$ cat src/hdl/spg_pkg.sv
// Shared types and constants for the sprite priority grid fixer.
package spg_pkg;

  localparam int LVL_W      = 8;
  localparam int PRIO_W     = 3;
  localparam int POS_W      = 10;
  localparam int CALC_W     = 12;
  localparam int CELL_SHIFT = 4;

  localparam logic [LVL_W-1:0]         LVL_EMPTY  = 8'hFF;
  localparam logic [PRIO_W-1:0]        LVL_BYPASS = 3'd4;
  localparam logic signed [CALC_W-1:0] X_OFFSET   = 12'sd64;
  localparam logic signed [CALC_W-1:0] Y_OFFSET   = 12'sd16;
  localparam logic signed [CALC_W-1:0] CELL_ROUND = 12'sd15;

  localparam logic ACT_CLEAR  = 1'b0;
  localparam logic ACT_SPRITE = 1'b1;

  typedef enum logic [2:0] {
    ST_CLEAR,
    ST_IDLE,
    ST_READ,
    ST_DRAIN,
    ST_DECIDE,
    ST_WRITE,
    ST_OUT
  } spg_state_t;

endpackage

$ cat src/hdl/sprite_priority_grid_fix.sv
// Top level of the sprite priority grid fixer: sequencer, rectangle decode and outputs.
//
//  Channel  | Handshake             | Payload
//  ---------+-----------------------+-----------------------------------------------
//  input    | in_valid / in_ready   | in_action, in_pos_x_word, in_pos_y_word,
//           |                       | in_size_code
//  result   | out_valid / out_ready | out_fixed_word, out_level_used,
//           |                       | out_level_found, out_lowered
//
// A sprite covering n grid rows passes through n row reads, the read pipeline
// (memory register, row minimum register, accumulate), one decide state, n row
// writes and the result transfer; reads and writes share the row address row_r.
// A bypassed sprite or one whose clipped rectangle is empty goes straight to the result.
// After reset, and after every clear item, the block sweeps all GRID_ROWS rows to 255,
// one row per cycle, and holds in_ready low meanwhile.
// One item is handled at a time: in_ready is high only in the idle state, and a result
// waiting on out_ready stalls the block until its transfer completes.
module sprite_priority_grid_fix #(
  parameter int GRID_COLS = 24,
  parameter int GRID_ROWS = 14
) (
  input  logic        clk,
  input  logic        rst_n,
  input  logic        in_valid,
  output logic        in_ready,
  input  logic        in_action,
  input  logic [15:0] in_pos_x_word,
  input  logic [9:0]  in_pos_y_word,
  input  logic [7:0]  in_size_code,
  output logic        out_valid,
  input  logic        out_ready,
  output logic [15:0] out_fixed_word,
  output logic [2:0]  out_level_used,
  output logic [7:0]  out_level_found,
  output logic        out_lowered
);
  import spg_pkg::*;

  // Column bounds hold 0..GRID_COLS, row bounds 0..GRID_ROWS; memory rows index narrower.
  localparam int COL_W  = $clog2(GRID_COLS + 1);
  localparam int ROW_CW = $clog2(GRID_ROWS + 1);
  localparam int ROW_AW = (GRID_ROWS > 1) ? $clog2(GRID_ROWS) : 1;

  localparam logic signed [CALC_W-1:0] COLS_S   = CALC_W'(GRID_COLS);
  localparam logic signed [CALC_W-1:0] ROWS_S   = CALC_W'(GRID_ROWS);
  localparam logic [ROW_CW-1:0]        LAST_ROW = ROW_CW'(GRID_ROWS - 1);

  spg_state_t state_r, state_nxt;

  logic [ROW_CW-1:0] row_r, row_nxt;
  logic [ROW_CW-1:0] y1_r, y1_nxt;
  logic [ROW_CW-1:0] y2_r, y2_nxt;
  logic [COL_W-1:0]  x1_r, x1_nxt;
  logic [COL_W-1:0]  x2_r, x2_nxt;
  logic [15:0]       word_r, word_nxt;
  logic [PRIO_W-1:0] lev_r, lev_nxt;
  logic [LVL_W-1:0]  found_r, found_nxt;
  logic              lowered_r, lowered_nxt;
  logic [LVL_W-1:0]  acc_r, acc_nxt;
  logic              rd_vld_r;

  // Rectangle decode, in cell units, straight from the input ports.
  logic signed [CALC_W-1:0] px, py, x_lo, x_hi, y_lo, y_hi;
  logic signed [CALC_W-1:0] x1c, x2c, y1c, y2c;
  logic                     rect_empty;
  logic                     is_bypass;

  always_comb begin
    px = signed'({{2{in_pos_x_word[POS_W-1]}}, in_pos_x_word[POS_W-1:0]}) - X_OFFSET;
    py = signed'({{2{in_pos_y_word[POS_W-1]}}, in_pos_y_word[POS_W-1:0]}) - Y_OFFSET;
    x_lo = px >>> CELL_SHIFT;
    y_lo = py >>> CELL_SHIFT;
    x_hi = (px + signed'({3'b000, ({1'b0, in_size_code[3:0]} + 5'd1), 4'b0000})
            + CELL_ROUND) >>> CELL_SHIFT;
    y_hi = (py + signed'({3'b000, ({1'b0, in_size_code[7:4]} + 5'd1), 4'b0000})
            + CELL_ROUND) >>> CELL_SHIFT;
    x1c = (x_lo < 0) ? '0 : x_lo;
    y1c = (y_lo < 0) ? '0 : y_lo;
    x2c = (x_hi > COLS_S) ? COLS_S : x_hi;
    y2c = (y_hi > ROWS_S) ? ROWS_S : y_hi;
    rect_empty = (x1c >= x2c) || (y1c >= y2c);
    is_bypass  = (in_pos_x_word[15:13] == LVL_BYPASS);
  end

  // Column enables for the stored rectangle.
  logic [GRID_COLS-1:0] col_mask;
  always_comb begin
    for (int c = 0; c < GRID_COLS; c++) begin
      col_mask[c] = (COL_W'(c) >= x1_r) && (COL_W'(c) < x2_r);
    end
  end

  // Grid memory and the shared row minimum unit.
  logic                               ram_we;
  logic [GRID_COLS-1:0]               ram_wmask;
  logic [LVL_W-1:0]                   ram_wdata;
  logic                               rd_issue;
  logic [GRID_COLS-1:0][LVL_W-1:0]    ram_rdata;
  logic                               mn_vld;
  logic [LVL_W-1:0]                   mn_min;

  spg_grid_ram #(
    .COLS (GRID_COLS),
    .ROWS (GRID_ROWS),
    .AW   (ROW_AW)
  ) u_ram (
    .clk     (clk),
    .we      (ram_we),
    .waddr   (row_r[ROW_AW-1:0]),
    .wmask   (ram_wmask),
    .wdata   (ram_wdata),
    .raddr   (row_r[ROW_AW-1:0]),
    .rdata_r (ram_rdata)
  );

  spg_row_min #(
    .COLS (GRID_COLS)
  ) u_min (
    .clk    (clk),
    .rst_n  (rst_n),
    .in_vld (rd_vld_r),
    .row    (ram_rdata),
    .mask   (col_mask),
    .vld_r  (mn_vld),
    .min_r  (mn_min)
  );

  // Sequencer: next state, datapath updates and memory control.
  always_comb begin
    state_nxt   = state_r;
    row_nxt     = row_r;
    y1_nxt      = y1_r;
    y2_nxt      = y2_r;
    x1_nxt      = x1_r;
    x2_nxt      = x2_r;
    word_nxt    = word_r;
    lev_nxt     = lev_r;
    found_nxt   = found_r;
    lowered_nxt = lowered_r;
    acc_nxt     = acc_r;
    ram_we      = 1'b0;
    ram_wmask   = col_mask;
    ram_wdata   = {{(LVL_W-PRIO_W){1'b0}}, lev_r};
    rd_issue    = 1'b0;
    in_ready    = 1'b0;
    out_valid   = 1'b0;

    // A finished row minimum folds into the running minimum whenever it arrives.
    if (mn_vld && (mn_min < acc_r)) begin
      acc_nxt = mn_min;
    end

    case (state_r)
      ST_CLEAR: begin
        ram_we    = 1'b1;
        ram_wmask = '1;
        ram_wdata = LVL_EMPTY;
        row_nxt   = row_r + 1'b1;
        if (row_r == LAST_ROW) begin
          state_nxt = ST_IDLE;
        end
      end
      ST_IDLE: begin
        in_ready = 1'b1;
        if (in_valid) begin
          word_nxt    = in_pos_x_word;
          lev_nxt     = in_pos_x_word[15:13];
          found_nxt   = LVL_EMPTY;
          lowered_nxt = 1'b0;
          acc_nxt     = LVL_EMPTY;
          x1_nxt      = x1c[COL_W-1:0];
          x2_nxt      = x2c[COL_W-1:0];
          y1_nxt      = y1c[ROW_CW-1:0];
          y2_nxt      = y2c[ROW_CW-1:0];
          if (in_action == ACT_CLEAR) begin
            row_nxt   = '0;
            state_nxt = ST_CLEAR;
          end else if (is_bypass || rect_empty) begin
            state_nxt = ST_OUT;
          end else begin
            row_nxt   = y1c[ROW_CW-1:0];
            state_nxt = ST_READ;
          end
        end
      end
      ST_READ: begin
        rd_issue = 1'b1;
        row_nxt  = row_r + 1'b1;
        if (row_r + 1'b1 == y2_r) begin
          state_nxt = ST_DRAIN;
        end
      end
      ST_DRAIN: begin
        if (!rd_vld_r && !mn_vld) begin
          state_nxt = ST_DECIDE;
        end
      end
      ST_DECIDE: begin
        found_nxt = acc_r;
        if ({{(LVL_W-PRIO_W){1'b0}}, lev_r} > acc_r) begin
          lev_nxt     = acc_r[PRIO_W-1:0];
          lowered_nxt = 1'b1;
        end
        row_nxt   = y1_r;
        state_nxt = ST_WRITE;
      end
      ST_WRITE: begin
        ram_we  = 1'b1;
        row_nxt = row_r + 1'b1;
        if (row_r + 1'b1 == y2_r) begin
          state_nxt = ST_OUT;
        end
      end
      ST_OUT: begin
        out_valid = 1'b1;
        if (out_ready) begin
          state_nxt = ST_IDLE;
        end
      end
      default: begin
        state_nxt = ST_IDLE;
      end
    endcase
  end

  always_ff @(posedge clk) begin
    if (!rst_n) begin
      state_r  <= ST_CLEAR;
      row_r    <= '0;
      rd_vld_r <= 1'b0;
    end else begin
      state_r  <= state_nxt;
      row_r    <= row_nxt;
      rd_vld_r <= rd_issue;
    end
  end

  always_ff @(posedge clk) begin
    y1_r      <= y1_nxt;
    y2_r      <= y2_nxt;
    x1_r      <= x1_nxt;
    x2_r      <= x2_nxt;
    word_r    <= word_nxt;
    lev_r     <= lev_nxt;
    found_r   <= found_nxt;
    lowered_r <= lowered_nxt;
    acc_r     <= acc_nxt;
  end

  assign out_fixed_word  = {lev_r, word_r[12:0]};
  assign out_level_used  = lev_r;
  assign out_level_found = found_r;
  assign out_lowered     = lowered_r;

  // A lowered priority always equals the minimum found in the rectangle.
  a_lowered_matches: assert property (@(posedge clk) disable iff (!rst_n)
    out_valid && out_lowered |-> out_level_found == {5'b00000, out_level_used})
    else $error("lowered level differs from the found minimum");

  // The read pipeline is empty before any rectangle write starts.
  a_drained_on_write: assert property (@(posedge clk) disable iff (!rst_n)
    state_r == ST_WRITE |-> !rd_vld_r && !mn_vld)
    else $error("row write while reads are still in flight");

  // Writes and reads of the grid never share a cycle.
  a_no_rw_overlap: assert property (@(posedge clk) disable iff (!rst_n)
    !(ram_we && rd_issue))
    else $error("grid read and write in the same cycle");

  // Every row address used for a memory access lies inside the grid.
  a_row_in_range: assert property (@(posedge clk) disable iff (!rst_n)
    ram_we || rd_issue |-> row_r <= LAST_ROW)
    else $error("grid row address out of range");

  // A waiting result keeps the input side closed.
  a_one_item: assert property (@(posedge clk) disable iff (!rst_n)
    out_valid |-> !in_ready)
    else $error("input open while a result waits");

endmodule

$ cat src/hdl/spg_grid_ram.sv
// Row-wide grid memory with one cell enable per column and a registered read port.
module spg_grid_ram #(
  parameter int COLS = 24,
  parameter int ROWS = 14,
  parameter int AW   = 4
) (
  input  logic                                 clk,
  input  logic                                 we,
  input  logic [AW-1:0]                        waddr,
  input  logic [COLS-1:0]                      wmask,
  input  logic [spg_pkg::LVL_W-1:0]            wdata,
  input  logic [AW-1:0]                        raddr,
  output logic [COLS-1:0][spg_pkg::LVL_W-1:0]  rdata_r
);
  import spg_pkg::*;

  logic [COLS-1:0][LVL_W-1:0] mem [ROWS];

  always_ff @(posedge clk) begin
    for (int c = 0; c < COLS; c++) begin
      if (we && wmask[c]) begin
        mem[waddr][c] <= wdata;
      end
    end
  end

  always_ff @(posedge clk) begin
    rdata_r <= mem[raddr];
  end

endmodule

$ cat src/hdl/spg_row_min.sv
// Masked minimum over one grid row through a compare tree, result registered.
module spg_row_min #(
  parameter int COLS = 24
) (
  input  logic                                 clk,
  input  logic                                 rst_n,
  input  logic                                 in_vld,
  input  logic [COLS-1:0][spg_pkg::LVL_W-1:0]  row,
  input  logic [COLS-1:0]                      mask,
  output logic                                 vld_r,
  output logic [spg_pkg::LVL_W-1:0]            min_r
);
  import spg_pkg::*;

  localparam int LEAVES = 1 << $clog2(COLS);

  logic [LVL_W-1:0] node [2*LEAVES-1];

  for (genvar i = 0; i < LEAVES; i++) begin : g_leaf
    if (i < COLS) begin : g_used
      assign node[LEAVES-1+i] = mask[i] ? row[i] : LVL_EMPTY;
    end else begin : g_pad
      assign node[LEAVES-1+i] = LVL_EMPTY;
    end
  end

  for (genvar i = 0; i < LEAVES-1; i++) begin : g_node
    assign node[i] = (node[2*i+1] < node[2*i+2]) ? node[2*i+1] : node[2*i+2];
  end

  always_ff @(posedge clk) begin
    if (!rst_n) begin
      vld_r <= 1'b0;
    end else begin
      vld_r <= in_vld;
    end
  end

  always_ff @(posedge clk) begin
    min_r <= node[0];
  end

endmodule

$ cat config.mk
export PLATFORM = sky130hd
export DESIGN_NAME = sprite_priority_grid_fix
export DESIGN_NICKNAME = d
export VERILOG_FILES = /design/src/hdl/spg_pkg.sv /design/src/hdl/sprite_priority_grid_fix.sv /design/src/hdl/spg_grid_ram.sv /design/src/hdl/spg_row_min.sv
export SDC_FILE = /design/constraint.sdc
export NUM_CORES = 2
export LEC_CHECK = 0
export ABC_CLOCK_PERIOD_IN_PS = 9350
export BUFFER_PORTS_ARGS = -buffer_cell sky130_fd_sc_hd__buf_2
export CAP_MARGIN = 40
export CORE_UTILIZATION = 35
export CTS_BUF_LIST = sky130_fd_sc_hd__clkbuf_16
export CTS_CLUSTER_SIZE = 16
export DETAILED_ROUTE_END_ITERATION = 6
export PLACE_DENSITY = 0.63
export SETUP_SLACK_MARGIN = 0.05
export SLEW_MARGIN = 20
export SYNTH_ARGS = -nofsm -noshare
export SYNTH_HDL_FRONTEND = slang
export SYNTH_SLANG_ARGS = --single-unit
$ cat constraint.sdc
create_clock -name clk -period 9.35 [get_ports clk]
set_input_delay 0.4675 -clock clk [delete_from_list [all_inputs] [get_ports clk]]
set_output_delay 0.4675 -clock clk [all_outputs]
set_load 0.05 [all_outputs]
==> summary.md <==
| Metric | Value |
|---|---|
| Crit. End Element | `register` |
| I/O pin count | `69` |
| Clock sink count | `1504` |
| Number of global-route vias before repair | `32344` |
| Pwr dens | `315.1 mW/mm^2` |
| Fill cells | `15580` |
| Bufs and invs on worst path | `4` |
| Layout area overhead | `13.93%` |
| Total wire length | `139.1 mm` |
| Post-layout min period | `7.635 ns` |
| Period utilisation layout | `81.66%` |
| Worst skew pair latency | `0.79 ns` |
| Final Hold Viols | `0` |
| Hold depth | `3` |
| IO buf count | `68` |
| Startpoint types | `register` |
| Slowest cell on crit path | `edfxtp_1` |
| Slew HR | `26.53%` |
| Largest stage delay on the critical path | `0.70 ns` |
| Cell with the most instances after synthesis | `edfxtp_1` |
| # H-tree levels | `4` |
| Synth cell types | `94` |
| Crit path depth | `31` |
| Net count after synthesis | `3662` |
| Cells after synthesis | `3501` |
| Die Wd | `424.6 um` |
| Async S/R FF share, synth | `0%` |
| Maximum vdd drop | `0.2507 mV` |
| Postcts setup bufs | `0` |
| Router iterations before antenna repair | `6` |
| CTS Buf Count | `153` |
| Pin count of the biggest net entering global routing | `223` |
| Top cells by area, synth | `edfxtp_1 67%, mux4_2 14%, dfxtp_1 3.7%, nor2_1 2.8%, ha_1 2.4%` |
| Switch Pwr | `7047 uW` |
| Mean area per synthesized cell | `17.85 um^2` |
| Simple-gate share of the synthesized area | `5.222%` |
| Flop pwr share | `42.9%` |
| Root Driver | `clkbuf_16` |
| WS Path Type | `reg2reg` |
| Die outline area | `0.1803 mm^2` |
| R2R cell count | `31` |
| Initial Utilization | `35.38%` |
| DRT iter0 DRCs | `2948` |
| Nets | `3801` |
| Clk pwr share | `26.8%` |
| Routed Antenna Nets | `0` |
| Clock transition at path regs | `0.06 ns` |
| Setup-failing EPs final | `0` |
| Total core area | `0.1767 mm^2` |
| Overall global routing resource usage | `15.45%` |
| # DRC | `0` |
| Top delay family on crit path | `compound AO/OA/AOI/OAI gates` |
| Layout cell share with drive strength beyond 1 | `25.50%` |
| Vias per std cell | `5.227` |
| FP Rows | `154` |
| Fin Hold WS | `0.09879 ns` |
| Crit-path max FO | `20` |
| Unrepaired setup endpoints after global routing | `false` |
| Switching share of power | `31.41%` |
| Setup TNS | `0 ns` |
| FF+latch count, synth | `1504` |
| Most frequent CP cell | `ha_1` |
| Max clock buf depth | `3` |
| Vias | `31936` |
| Worst EP required | `9.98 ns` |
| First-pass GRT wire length | `209.6 mm` |
| Mux cell area share after synthesis | `16.21%` |
| Critical path arrival | `8.26 ns` |
| Post-synth EDFFs | `1387` |
| Post-synth top area cell | `edfxtp_1` |
| Initial antenna violation count | `3` |
| Hpwl dp | `84.86 mm` |
| Gpl congestion | `0.8311` |
| Synth top cells by count | `1387 x edfxtp_1, 469 x nor2_1, 384 x mux4_2` |
| Max Cap Viol | `0` |
| P_int | `15390 uW` |
| Final Skew | `0.02936 ns` |
| Synth warn | `0` |
| CTS tree | `yes` |
| Worst-margin pin slew | `1.102 ns` |
| Status | `complete, no violations` |
| Detailed-route wire length per cell | `22.77 um` |
| Final max-slew violation count | `0` |
| Overflow after GRT | `0` |
| P_leak | `0.02311 uW` |
| Mapped cell area | `0.06251 mm^2` |
| CTS resizes | `0` |
| Post-synth top flop | `edfxtp_1` |
| Synth Area in Adders | `2.476%` |
| Compound-Gate Fraction of Synth Area | `3.477%` |
| Synth Area in XOR/XNOR | `0.3223%` |
| Peak Freq | `131.0 MHz` |
| Register area share after synthesis | `70.38%` |
| Logic pwr share | `30.4%` |
| Post-synth top area share | `66.63%` |
| DIE HEIGHT | `424.6 um` |
| Hold crit path type | `in2reg` |
| Main combinational cell family by area after synthesis | `multiplexers` |
-- per-layer routing --
metal | vias up | wire length (um) | GRT usage, %
li1 | 14137 | - | -
met1 | 16639 | 60790 | 21.46
met2 | 988 | 67100 | 25.03
met3 | 172 | 8643 | 2.643
met4 | 0 | 2615 | 4.194
met5 | - | 0 | 0
-- state kept, by name, summed over array words and instances, names as in the netlist --
name and cells:
y2_r 4, word_r 13, out_lowered 1, u_ram.rdata_r 96, out_level_found 8, u_min.vld_r 1, row_r 4, x1_r 5
out_level_used 3, y1_r 4, acc_r 8, u_min.min_r 4, rd_vld_r 1, state_r 3, x2_r 5, u_ram.mem 1344
-- cells by family after synthesis --
family / after synthesis
flip-flops: 1504
AND/OR/NAND/NOR: 736
multiplexers: 518
buffers and inverters: 299
AO/OA/AOI/OAI: 297
adder cells (fa/ha/maj): 124
XOR/XNOR: 23
-- cell usage in the layout, fill, tap and decap left out, types with 13 or more instances in the layout --
cell type and n:
a21o_1 21, a21oi_1 61, a31oi_1 18, and2_1 13, buf_2 70, buf_4 54
bufinv_16 15, clkbuf_16 154, clkinv_1 28, clkinv_2 24, dfxtp_1 113, dlygate4sd3_1 17
edfxtp_1 1387, ha_1 122, inv_1 150, mux2_2 110, mux2i_1 23, mux4_2 384
nand2_1 67, nand2b_1 20, nand3_1 15, nor2_1 469, nor2b_1 16, nor3_1 25
o21ai_0 52, or2_2 30, or3_1 17
-- layout make-up --
| class | instances | area, um^2 | area share [%] |
|---|---|---|---|
| clock inverters | 129 | 1121 | 1.574 |
| multi-input cells | 1698 | 17390 | 24.42 |
| inverters | 117 | 439.2 | 0.6167 |
| flip-flops and latches | 1504 | 44010 | 61.80 |
| repair buffers | 166 | 1473 | 2.068 |
| clock buffers | 154 | 3854 | 5.411 |
| well taps | 2340 | 2928 | 4.111 |
| diodes | 2 | 5.005 | 0.007028 |
-- stage by stage --
| step | cell area [um^2] | instances | setup slack [ns] | utilization [%] | power (uW) |
|---|---|---|---|---|---|
| after floorplan | 62510 | 3501 | 2.793 | - | 14290 |
| after global placement | 65540 | 5774 | 1.948 | 37.09 | 16310 |
| after detailed placement | 65950 | 5803 | 1.819 | 37.33 | 16580 |
| after CTS | 71100 | 6103 | 1.757 | 40.24 | 22590 |
| after global routing | 71210 | 6109 | 1.161 | 40.30 | 23430 |
| final | 71210 | 6110 | 1.715 | 40.30 | 22440 |
-- worst paths after layout --
kind	start	to	slack (ns)
hold / removal	in_valid	acc_r[2]	0.1
setup / recovery	x1_r[3]	u_min.min_r[0]	1.72
setup reg to reg	x1_r[3]	u_min.min_r[0]	1.72
hold reg to reg	acc_r[3]	acc_r[3]	0.46
-- tightest hold or removal path: stages --
cell     delay (ns)
buf_2          0.10
nand2_1        0.18
nand2_1        0.10
-- timing repair --
| action | 4_1_cts | 5_1_grt |
|---|---|---|
| hold buffers | 17 | 0 |
| hold endpoints to repair | 18 | 0 |
| endpoints found under the setup margin | 0 | 0 |
-- power groups by stage --
stage | combinational [uW] | clock [uW] | sequential, uW
floorplan | 4690 | 0 | 9600
global placement | 6530 | 0 | 9780
detailed placement | 6780 | 0 | 9790
CTS | 6820 | 6110 | 9670
global route | 7360 | 6360 | 9710
finish | 6810 | 6010 | 9620
Note: power is estimated with default switching activity, not from simulation.
